### config.mk
export PLATFORM = sky130hd
export DESIGN_NAME = length_prefixed_transform_deframer
export DESIGN_NICKNAME = d
export VERILOG_FILES = /design/src/rtl/core/lptd_pkg.sv /design/src/rtl/core/length_prefixed_transform_deframer.sv /design/src/rtl/core/lptd_parser.sv /design/src/rtl/core/lptd_result_queue.sv
export SDC_FILE = /design/constraint.sdc
export NUM_CORES = 2
export LEC_CHECK = 0
export BUFFER_PORTS_ARGS = -buffer_cell sky130_fd_sc_hd__buf_2
export CAP_MARGIN = 0
export CORE_MARGIN = 8
export CORE_UTILIZATION = 55
export CTS_CLUSTER_DIAMETER = 50
export CTS_CLUSTER_SIZE = 16
export DETAILED_ROUTE_END_ITERATION = 8
export PLACE_DENSITY_LB_ADDON = 0.3
export SKIP_CTS_REPAIR_TIMING = 1
export SLEW_MARGIN = 0
export SYNTH_ARGS = -nofsm -noshare
export SYNTH_HDL_FRONTEND = slang
export SYNTH_SLANG_ARGS = --single-unit
### constraint.sdc
create_clock -name clk -period 10.9 [get_ports clk]
set_clock_uncertainty 0.05 [all_clocks]
set_input_delay 1.635 -clock clk [delete_from_list [all_inputs] [get_ports clk]]
set_output_delay 1.635 -clock clk [all_outputs]
set_load 0.02 [all_outputs]
### src/rtl/core/lptd_pkg.sv
// Shared types and constants for the length-prefixed transform deframer.
// Used by the parser, the result queue and the top level; no dependencies.
package lptd_pkg;

  localparam logic [7:0] BIN_TAG      = 8'h10;
  localparam int         REC_LEN      = 19;
  localparam int         HDR_LEN      = 8;
  localparam int         PREFIX_LEN   = 4;
  localparam int         QUEUE_DEPTH  = 4;

  typedef enum logic [2:0] {
    KIND_RECORD     = 3'd0,
    KIND_FRAME_DONE = 3'd1,
    KIND_BAD_HEADER = 3'd2,
    KIND_SIZE_ERR   = 3'd3,
    KIND_OTHER      = 3'd4,
    KIND_FATAL      = 3'd5
  } kind_t;

  typedef enum logic [4:0] {
    PH_PREFIX  = 5'b00001,
    PH_HEADER  = 5'b00010,
    PH_RECORDS = 5'b00100,
    PH_SKIP    = 5'b01000,
    PH_HALTED  = 5'b10000
  } phase_t;

  typedef struct packed {
    kind_t       kind;
    logic [31:0] entity_id;
    logic [31:0] pos_x_bits;
    logic [31:0] pos_y_bits;
    logic [31:0] pos_z_bits;
    logic [15:0] heading_code;
    logic [7:0]  motion_mode;
    logic [31:0] frame_tick;
    logic [15:0] record_count;
    logic        last;
  } result_t;

  typedef struct packed {
    logic [1:0] count;
    logic       halted;
  } parse_status_t;

endpackage

### src/rtl/core/length_prefixed_transform_deframer.sv
// Top level of the length-prefixed transform deframer: input register, parser,
// result queue and the codec register port. Depends on lptd_pkg, lptd_parser
// and lptd_result_queue.
//
//   Channel  Handshake                  Payload
//   input    in_valid / in_ready        rx_byte
//   output   out_valid / out_ready      kind .. record_count, last
//   config   psel/penable/pwrite/pready paddr, pwdata, prdata (codec_id at 0)
//
// One stream byte can be taken in every cycle while the queue has room for two
// results. A byte waits in the input register while the parser decodes it, and
// its results enter a four-entry result queue when the parser consumes the byte.
// The input register holds its byte while more than two results are waiting, and
// the input stalls until the output side drains the queue.
// Reset clears the framing state and the queue; record bytes need no reset.
module length_prefixed_transform_deframer #(
  parameter int MAX_PAYLOAD_BYTES = 65536
) (
  input  logic        clk,
  input  logic        rst,
  input  logic        in_valid,
  output logic        in_ready,
  input  logic [7:0]  rx_byte,
  output logic        out_valid,
  input  logic        out_ready,
  output logic [2:0]  kind,
  output logic [31:0] entity_id,
  output logic [31:0] pos_x_bits,
  output logic [31:0] pos_y_bits,
  output logic [31:0] pos_z_bits,
  output logic [15:0] heading_code,
  output logic [7:0]  motion_mode,
  output logic [31:0] frame_tick,
  output logic [15:0] record_count,
  output logic        last,
  input  logic        psel,
  input  logic        penable,
  input  logic        pwrite,
  input  logic [2:0]  paddr,
  input  logic [31:0] pwdata,
  output logic [31:0] prdata,
  output logic        pready
);
  import lptd_pkg::*;

  logic          byte_valid;
  logic [7:0]    byte_q;
  logic          consume;
  logic          room2;
  logic [7:0]    codec_id;
  result_t       res0, res1, head;
  parse_status_t status;
  logic          pop;

  assign pready  = 1'b1;
  assign prdata  = (paddr[2] == 1'b0) ? {24'h0, codec_id} : 32'h0;
  assign consume = byte_valid && room2;
  assign in_ready = !byte_valid || room2;

  always_ff @(posedge clk) begin
    if (rst) begin
      codec_id <= '0;
    end else if (psel && penable && pwrite && pready && paddr[2] == 1'b0) begin
      codec_id <= pwdata[7:0];
    end
  end

  always_ff @(posedge clk) begin
    if (rst) begin
      byte_valid <= 1'b0;
    end else if (in_valid && in_ready) begin
      byte_valid <= 1'b1;
    end else if (consume) begin
      byte_valid <= 1'b0;
    end
  end

  always_ff @(posedge clk) begin
    if (in_valid && in_ready) begin
      byte_q <= rx_byte;
    end
  end

  lptd_parser #(
    .MAX_PAYLOAD_BYTES(MAX_PAYLOAD_BYTES)
  ) u_parser (
    .clk     (clk),
    .rst     (rst),
    .consume (consume),
    .rx_byte (byte_q),
    .codec_id(codec_id),
    .res0    (res0),
    .res1    (res1),
    .status  (status)
  );

  assign pop = out_valid && out_ready;

  lptd_result_queue u_queue (
    .clk       (clk),
    .rst       (rst),
    .push_n    (status.count),
    .d0        (res0),
    .d1        (res1),
    .pop       (pop),
    .head      (head),
    .head_valid(out_valid),
    .room2     (room2)
  );

  assign kind         = head.kind;
  assign entity_id    = head.entity_id;
  assign pos_x_bits   = head.pos_x_bits;
  assign pos_y_bits   = head.pos_y_bits;
  assign pos_z_bits   = head.pos_z_bits;
  assign heading_code = head.heading_code;
  assign motion_mode  = head.motion_mode;
  assign frame_tick   = head.frame_tick;
  assign record_count = head.record_count;
  assign last         = head.last;

  a_done_is_last: assert property (@(posedge clk) disable iff (rst)
    out_valid && kind == KIND_FRAME_DONE |-> last)
    else $error("frame done result not marked last");

  a_halt_sticky: assert property (@(posedge clk) disable iff (rst)
    status.halted |=> status.halted)
    else $error("parser left the halted state without reset");

  a_nonrecord_zero: assert property (@(posedge clk) disable iff (rst)
    out_valid && kind != KIND_RECORD |-> entity_id == '0 && motion_mode == '0)
    else $error("record fields set on a non-record result");

  a_no_results_halted: assert property (@(posedge clk) disable iff (rst)
    status.halted |-> status.count == 2'd0)
    else $error("result produced while halted");

endmodule

### src/rtl/core/lptd_parser.sv
// Frame parser: holds the framing state and, while consume is high, decodes one
// stream byte per cycle into up to two results. Depends on lptd_pkg.
module lptd_parser #(
  parameter int MAX_PAYLOAD_BYTES = 65536
) (
  input  logic                   clk,
  input  logic                   rst,
  input  logic                   consume,
  input  logic [7:0]             rx_byte,
  input  logic [7:0]             codec_id,
  output lptd_pkg::result_t      res0,
  output lptd_pkg::result_t      res1,
  output lptd_pkg::parse_status_t status
);
  import lptd_pkg::*;

  localparam int IdxW = $clog2(MAX_PAYLOAD_BYTES + 1);

  phase_t            phase, phase_next;
  logic [31:0]       frame_length, frame_length_next;
  logic [IdxW-1:0]   payload_index, payload_index_next;
  logic [31:0]       header_tick, header_tick_next;
  logic [15:0]       header_count, header_count_next;
  logic [4:0]        record_offset, record_offset_next;
  logic [7:0]        record_bytes [REC_LEN];

  logic [IdxW-1:0]   idx_inc;
  logic              frame_end;
  logic [31:0]       len_shift;
  logic [15:0]       count_full;
  logic [20:0]       count_x19;
  logic [31:0]       need_len;
  logic [1:0]        n;

  assign idx_inc    = payload_index + IdxW'(1);
  assign frame_end  = 32'(idx_inc) >= frame_length;
  assign len_shift  = {frame_length[23:0], rx_byte};
  assign count_full = {rx_byte, header_count[7:0]};
  assign count_x19  = {1'b0, count_full, 4'b0} + {4'b0, count_full, 1'b0} + {5'b0, count_full};
  assign need_len   = 32'(count_x19) + 32'(HDR_LEN);

  always_comb begin
    phase_next         = phase;
    frame_length_next  = frame_length;
    payload_index_next = payload_index;
    header_tick_next   = header_tick;
    header_count_next  = header_count;
    record_offset_next = record_offset;
    res0 = '0;
    res1 = '0;
    n    = 2'd0;
    if (consume) begin
      case (phase)
        PH_PREFIX: begin
          frame_length_next  = len_shift;
          record_offset_next = record_offset + 5'd1;
          if (record_offset == 5'(PREFIX_LEN - 1)) begin
            record_offset_next = '0;
            payload_index_next = '0;
            if (len_shift > 32'(MAX_PAYLOAD_BYTES)) begin
              phase_next = PH_HALTED;
              res0.kind  = KIND_FATAL;
              n          = 2'd1;
            end else if (len_shift == '0) begin
              res0.kind = KIND_OTHER;
              n         = 2'd1;
            end else begin
              phase_next = PH_HEADER;
            end
          end
        end
        PH_HEADER: begin
          if (payload_index == IdxW'(0)) begin
            header_tick_next = '0;
            if (rx_byte != codec_id) begin
              res0.kind  = KIND_OTHER;
              n          = 2'd1;
              phase_next = PH_SKIP;
            end else if (frame_length < 32'(HDR_LEN)) begin
              res0.kind  = KIND_BAD_HEADER;
              n          = 2'd1;
              phase_next = PH_SKIP;
            end
          end else if (payload_index == IdxW'(1)) begin
            if (rx_byte != BIN_TAG) begin
              res0.kind  = KIND_BAD_HEADER;
              n          = 2'd1;
              phase_next = PH_SKIP;
            end
          end else if (payload_index == IdxW'(2)) begin
            header_tick_next[7:0] = rx_byte;
          end else if (payload_index == IdxW'(3)) begin
            header_tick_next[15:8] = rx_byte;
          end else if (payload_index == IdxW'(4)) begin
            header_tick_next[23:16] = rx_byte;
          end else if (payload_index == IdxW'(5)) begin
            header_tick_next[31:24] = rx_byte;
          end else if (payload_index == IdxW'(6)) begin
            header_count_next = {8'h00, rx_byte};
          end else begin
            header_count_next = count_full;
            if (frame_length != need_len) begin
              res0.kind  = KIND_SIZE_ERR;
              n          = 2'd1;
              phase_next = PH_SKIP;
            end else if (count_full == '0) begin
              res0.kind       = KIND_FRAME_DONE;
              res0.frame_tick = header_tick;
              n               = 2'd1;
            end else begin
              phase_next         = PH_RECORDS;
              record_offset_next = '0;
            end
          end
        end
        PH_RECORDS: begin
          record_offset_next = record_offset + 5'd1;
          if (record_offset == 5'(REC_LEN - 1)) begin
            record_offset_next = '0;
            res0.kind         = KIND_RECORD;
            res0.entity_id    = {record_bytes[3], record_bytes[2],
                                 record_bytes[1], record_bytes[0]};
            res0.pos_x_bits   = {record_bytes[7], record_bytes[6],
                                 record_bytes[5], record_bytes[4]};
            res0.pos_y_bits   = {record_bytes[11], record_bytes[10],
                                 record_bytes[9], record_bytes[8]};
            res0.pos_z_bits   = {record_bytes[15], record_bytes[14],
                                 record_bytes[13], record_bytes[12]};
            res0.heading_code = {record_bytes[17], record_bytes[16]};
            res0.motion_mode  = rx_byte;
            n                 = 2'd1;
            if (frame_end) begin
              res1.kind         = KIND_FRAME_DONE;
              res1.frame_tick   = header_tick;
              res1.record_count = header_count;
              n                 = 2'd2;
            end
          end
        end
        default: begin
        end
      endcase
      if (phase != PH_PREFIX && phase != PH_HALTED) begin
        payload_index_next = idx_inc;
        if (frame_end) begin
          phase_next         = PH_PREFIX;
          payload_index_next = '0;
          frame_length_next  = '0;
          record_offset_next = '0;
        end
      end
    end
    res0.last = (n == 2'd1);
    res1.last = (n == 2'd2);
  end

  always_ff @(posedge clk) begin
    if (rst) begin
      phase         <= PH_PREFIX;
      frame_length  <= '0;
      payload_index <= '0;
      header_tick   <= '0;
      header_count  <= '0;
      record_offset <= '0;
    end else begin
      phase         <= phase_next;
      frame_length  <= frame_length_next;
      payload_index <= payload_index_next;
      header_tick   <= header_tick_next;
      header_count  <= header_count_next;
      record_offset <= record_offset_next;
    end
  end

  always_ff @(posedge clk) begin
    if (consume && phase == PH_RECORDS && record_offset < 5'(REC_LEN)) begin
      record_bytes[record_offset] <= rx_byte;
    end
  end

  assign status.count  = n;
  assign status.halted = (phase == PH_HALTED);

endmodule

### src/rtl/core/lptd_result_queue.sv
// Small result queue that takes up to two results per cycle and hands out one.
// Depends on lptd_pkg.
module lptd_result_queue (
  input  logic              clk,
  input  logic              rst,
  input  logic [1:0]        push_n,
  input  lptd_pkg::result_t d0,
  input  lptd_pkg::result_t d1,
  input  logic              pop,
  output lptd_pkg::result_t head,
  output logic              head_valid,
  output logic              room2
);
  import lptd_pkg::*;

  localparam int PtrW = $clog2(QUEUE_DEPTH);
  localparam int CntW = $clog2(QUEUE_DEPTH + 1);

  result_t          mem [QUEUE_DEPTH];
  logic [PtrW-1:0]  wr_ptr, rd_ptr;
  logic [CntW-1:0]  count, count_next;
  logic [PtrW-1:0]  wr_ptr1;

  assign wr_ptr1    = wr_ptr + PtrW'(1);
  assign head       = mem[rd_ptr];
  assign head_valid = (count != '0);
  assign room2      = (count <= CntW'(QUEUE_DEPTH - 2));
  assign count_next = count + CntW'(push_n) - CntW'(pop);

  always_ff @(posedge clk) begin
    if (rst) begin
      wr_ptr <= '0;
      rd_ptr <= '0;
      count  <= '0;
    end else begin
      wr_ptr <= wr_ptr + PtrW'(push_n);
      if (pop) begin
        rd_ptr <= rd_ptr + PtrW'(1);
      end
      count <= count_next;
    end
  end

  always_ff @(posedge clk) begin
    if (push_n != 2'd0) begin
      mem[wr_ptr] <= d0;
    end
    if (push_n == 2'd2) begin
      mem[wr_ptr1] <= d1;
    end
  end

endmodule
# Word-level counts from Yosys, hierarchy flattened
# Memories as Yosys holds them, arrays and structs flattened. A register that Yosys moved wholly into a read port is not among the register bits.
# Cells that the tools add are included.
# word_totals
reg_bits	131
mem_bits_rw	968
inputBits	50
out_inout_bits	239
elab_cells	208
n_memories	2
# op_classes
n_addsub	10
n_lt_le_gt_ge	5
eq_ne	22
n_mux	116
bitwise	7
n_reduce_logical	30
# memory_table
name	depth	width	rd	rd_clocked_by_memory_dff	write_ports	line_no	source
u_queue.mem	4	204	1	1	2	lptd_result_queue.sv:19	result_t mem [QUEUE_DEPTH];
u_parser.record_bytes	19	8	18	0	1	lptd_parser.sv:25	logic [7:0] record_bytes [REC_LEN];
# ops
op	n
32-bit 2-to-1 mux	15
152-bit 2-to-1 mux	2
48-bit 2-to-1 mux	4
187-bit 2-to-1 mux	1
5-bit 2-to-1 mux	30
17-bit 2-to-1 mux	4
17-bit by 3-bit equality test with 1-bit output (second input constant)	3
8-bit 2-to-1 mux	6
3-bit 2-to-1 mux	15
17-bit by 2-bit equality test with 1-bit output (second input constant)	2
17-bit by 32-bit greater-or-equal comparator with 1-bit output	1
32-bit by 17-bit > comparator with 1-bit output (second input constant)	1
32-bit logical NOT	1
32-bit by 4-bit less-than comparator with 1-bit output (second input constant)	1
16-bit 2-to-1 mux	2
2-bit 2-to-1 mux	16
32-bit inequality test	1
24-bit 2-to-1 mux	1
21-bit by 4-bit adder with 22-bit output (second input constant)	1
20-bit by 17-bit adder with 21-bit output	1
21-bit by 16-bit adder with 21-bit output	1
17-bit by 1-bit adder with 17-bit output (second input constant)	1
17-bit by 1-bit equality test with 1-bit output (second input constant)	1
17-bit logical NOT	1
37 further kinds	78

# Logic depth before layout (Yosys ltp)
# logic_depth
ltp_word	17
mapped_depth	22
ltp_nobuf	21

# Modules after synthesis
# A second synthesis with hierarchy kept.
# unflattened
cells_unflattened	3632
hier_area_um2	55201.7
# modules_own_cells
mod	instances	cells_per_inst	area_per_inst_um2	seq_area_each_um2
lptd_result_queue	1	2020	39556.7	24683.7
lptd_parser	1	1527	14720.4	6466.2
length_prefixed_transform_deframer	1	85	924.6	420.4

# Worst setup path before layout
# Ideal clock, no wire load.
# synth_path
path_type	register -> register
from	register u_parser.payload_index[0]
to	memory u_queue.mem[1][0] (netlist name) (enable)
setup_ns	0.597
arrival_ns	5.023
required_time_ns	10.253
setup_slack_ns	5.230
path_stages_with_launch	18
path_buffers	1
synth_period_minus_slack_ns	5.670
cell_sequence	dfxtp_1 ha_1 and3_1 and3_1 clkbuf_1 nand3_1 nor2_1 and3_1 xor2_1 ha_1 nand4_1 or2_2 o221ai_1 nand2_1 a311o_4 a21o_1 o21ai_0 nand2_1
# synth_rtl
item	line_no	source
start: declaration	lptd_parser.sv:21	logic [IdxW-1:0] payload_index, payload_index_next;
start signal: assignment	lptd_parser.sv:168	payload_index <= payload_index_next;
end: declaration	lptd_result_queue.sv:19	

==> metrics.txt <==
CTS Buf Count 109; first-pass GRT wire length 217 mm; Syn Inst Count 4643; Routed WL per cell 24.0 um; Area growth syn-to-layout 9.93%; largest net degree at the start of global routing 218; Synth Area per Inst 10.8 um2; Area contributors post-synth dfxtp_1, edfxtp_1, mux4_2; worst hold path depth 2; ys flop type dfxtp_1; FMAX 136 MHz; main combinational cell family by area after synthesis simple AND/OR/NAND/NOR gates; nets 4705; Synth Register Bits 1093; reg2reg end u_queue.mem[2][174]$_SDFFE_PP0N_; vias in the first global route 37500; minimum clock period 7330 ps; DP HPWL 74.3 mm; WS Path Type flop to flop; vias 37700; worst skew pair latency 720 ps; P_int 6.98 mW; sequential group share of total power 44.8%; Hold Path Sink u_queue.mem[1][119]$_SDFFE_PP0N_; Slew Limit Headroom 11.0%; layout cells sized above 1 15.8%; Hold Violations, Final 0; status finished clean; most frequent cells in the layout dfxtp_1, nand3_1, nand2_1; Simple-Gate Fraction of Synth Area 18.5%; RSZ-0062 raised after global routing false; most common cell after layout, fill and taps aside dfxtp_1; setup TNS 0 ps; setup slack, reg-to-reg 3570 ps; final wirelength 141 mm; grt total ovfl 0; CP max FO 155; measured slew at the worst slew-check pin 1340 ps; area leader, netlist dfxtp_1; startpoint types flop; Worst-path clk slew 60 ps; Yosys top cell area share 29.7%; core area 0.0900 mm2; Synth Area in Adders 1.89%; register area share after synthesis 50.8%; Post-Place Worst Slack 3740 ps; PwrDens 174 mW/mm2; initial antenna violation count 1; DRC Markers 0; P_leak 18.2 nW; Final ANT Viol Nets 0; Post-synth EDFFs 352; GRT Total Usage 26.7%; clock tree buffer depth 3; area of the multi-input gates 0.0224 mm2; NetSw 2.60 mW; clock share of power 41.3%; DRT iter0 DRCs 4214; Cell Area, Synth 0.0500 mm2; sw frac 27.1%; sequential cell area 0.0254 mm2; arrival time at the worst endpoint 7780 ps; RR Startpoint byte_q[4]$_DFFE_PP_; crit path capture type flop; Initial Util 55.5%; H-Tree Level Count 3; Max-Cap Viols 0; Via density 6.43; class of the worst hold path flop to flop; setup slack after layout 3570 ps; CP required 11350 ps; Period Utilization, post-route 67.2%; Final GP Congestion 0.895; Die ar. 0.101 mm2; io pins 289; Rows 110; post-synth cell types 86; fill count 7237; Synth Area in XOR/XNOR 0.981%; fin. max-slew vios 0; Yosys warning total 0; Pre-antenna DRT Iters 6; async set-or-reset flop fraction in the synthesized netlist 0%; IO Port Bufs 237; TritonCTS clock tree done; min-delay src u_queue.mem[1][119]$_SDFFE_PP0N_; multiplexer share of the synthesized area 16.2%; reg2reg path depth 14; Final setup viols 0; Comb pwr share 13.9%; Die W 317 um; CTS Root Cell clkbuf_16; post-synthesis compound-gate area fraction 6.64%; CTS Sinks 1093; Die Span Y 317 um; VDD IR-drop max 0.000161 V
## final cells by class
cell class,count,area share (%)
antenna,1,0.00455
inverter,45,0.307
sequential,1093,46.3
multi-input combinational,3049,40.7
clock buffer,131,5.38
timing repair buffer,290,3.12
tap,1176,2.68
clock inverter,76,1.53
## critical path: stages (launching register included)
cell and delay, ps:
edfxtp_1 320, buf_4 620, fa_1 550, ha_1 610
nand2_1 160, a2111oi_2 400, o2111ai_1 230, a31o_1 280
a2111oi_2 690, nand3_1 290, o211ai_1 330, buf_12 720
and2_4 840, buf_4 750, o21ai_0 220
## synthesized netlist by cell type, types with 10 or more instances
cell / number
a211oi_1: 13
a21o_1: 16
a21oi_1: 65
a22oi_1: 40
a31oi_1: 11
and2_1: 60
and3_1: 18
and3b_1: 32
buf_1: 35
buf_2: 90
buf_4: 38
buf_6: 28
clkbuf_1: 267
clkbuf_2: 21
dfxtp_1: 741
edfxtp_1: 352
fa_1: 14
ha_1: 53
inv_1: 44
mux2i_1: 351
mux4_2: 204
nand2_1: 454
nand3_1: 500
nand4_1: 325
nor2_1: 193
nor2b_1: 84
nor3_1: 35
nor3b_1: 27
nor3b_2: 10
nor4_1: 16
o21ai_0: 268
o21ai_1: 12
o31ai_1: 70
xnor2_1: 31
xor2_1: 25
## worst max path at each step
stage / end / start / slack [ps] / depth (start not counted)
final: u_queue.mem[2][174]$_SDFFE_PP0N_ / byte_q[4]$_DFFE_PP_ / 3570 / 14
after global routing: u_queue.mem[2][176]$_SDFFE_PP0N_ / byte_q[4]$_DFFE_PP_ / 3300 / 14
after CTS: u_queue.mem[2][174]$_SDFFE_PP0N_ / byte_q[4]$_DFFE_PP_ / 3740 / 14
after detailed placement: u_queue.mem[2][168]$_SDFFE_PP0N_ / byte_q[4]$_DFFE_PP_ / 3740 / 14
after global placement: u_queue.mem[2][176]$_SDFFE_PP0N_ / byte_q[4]$_DFFE_PP_ / 3900 / 14
after floorplan: u_queue.mem[1][0]$_DFFE_PP_ / u_parser.payload_index[0]$_SDFFE_PP0P_ / 5230 / 17
## power groups by stage
stage / clock network, mW / logic (mW) / registers [mW]
global route: 4.15 / 1.42 / 4.29
finish: 3.96 / 1.33 / 4.29
global placement: 0 / 1.35 / 4.38
CTS: 3.99 / 1.35 / 4.29
floorplan: 0 / 1.01 / 4.32
detailed placement: 0 / 1.34 / 4.38
## flip-flops by register name, summed over array words and instances (netlist names), named ones only
| name | count |
|---|---|
| byte_q | 8 |
| u_queue.rd_ptr | 2 |
| u_parser.record_offset | 5 |
| u_parser.phase | 5 |
| u_queue.mem | 816 |
| u_parser.payload_index | 17 |
| u_parser.record_bytes | 144 |
| u_parser.frame_length | 32 |
| codec_id | 8 |
| byte_valid | 1 |
| u_parser.header_tick | 32 |
| u_queue.wr_ptr | 2 |
| u_queue.count | 3 |
| u_parser.header_count | 16 |
## stage by stage
| step | util [%] | power (mW) | cells | hold WS (ps) | instance area, um2 |
|---|---|---|---|---|---|
| floorplan | - | 5.33 | 4666 | 382 | 50100 |
| global placement | 56.8 | 5.73 | 5653 | 389 | 51100 |
| detailed placement | 56.8 | 5.72 | 5653 | 397 | 51100 |
| CTS | 61.0 | 9.63 | 5860 | 406 | 54900 |
| global route | 61.0 | 9.86 | 5860 | 416 | 54900 |
| finish | 61.0 | 9.58 | 5861 | 405 | 54900 |
## kinds of logic after synthesis
| kind of cell | after synthesis |
|---|---|
| AOI/OAI and AO/OA | 546 |
| xor gates and xnor gates | 56 |
| adders and majority gates | 67 |
| buffers and inverters | 524 |
| DFF | 1093 |
| muxes | 556 |
| other | 2 |
| and+or+nand+nor | 1799 |
## routing by layer
| layer | GRT usage (%) | part of all wire (%) |
|---|---|---|
| met5 | 0 | 0 |
| met4 | 11.1 | 4.0 |
| met3 | 4.95 | 8.6 |
| met2 | 44.0 | 48 |
| met1 | 34.6 | 40 |
No activity file was read; power rests on OpenSTA's default activity.
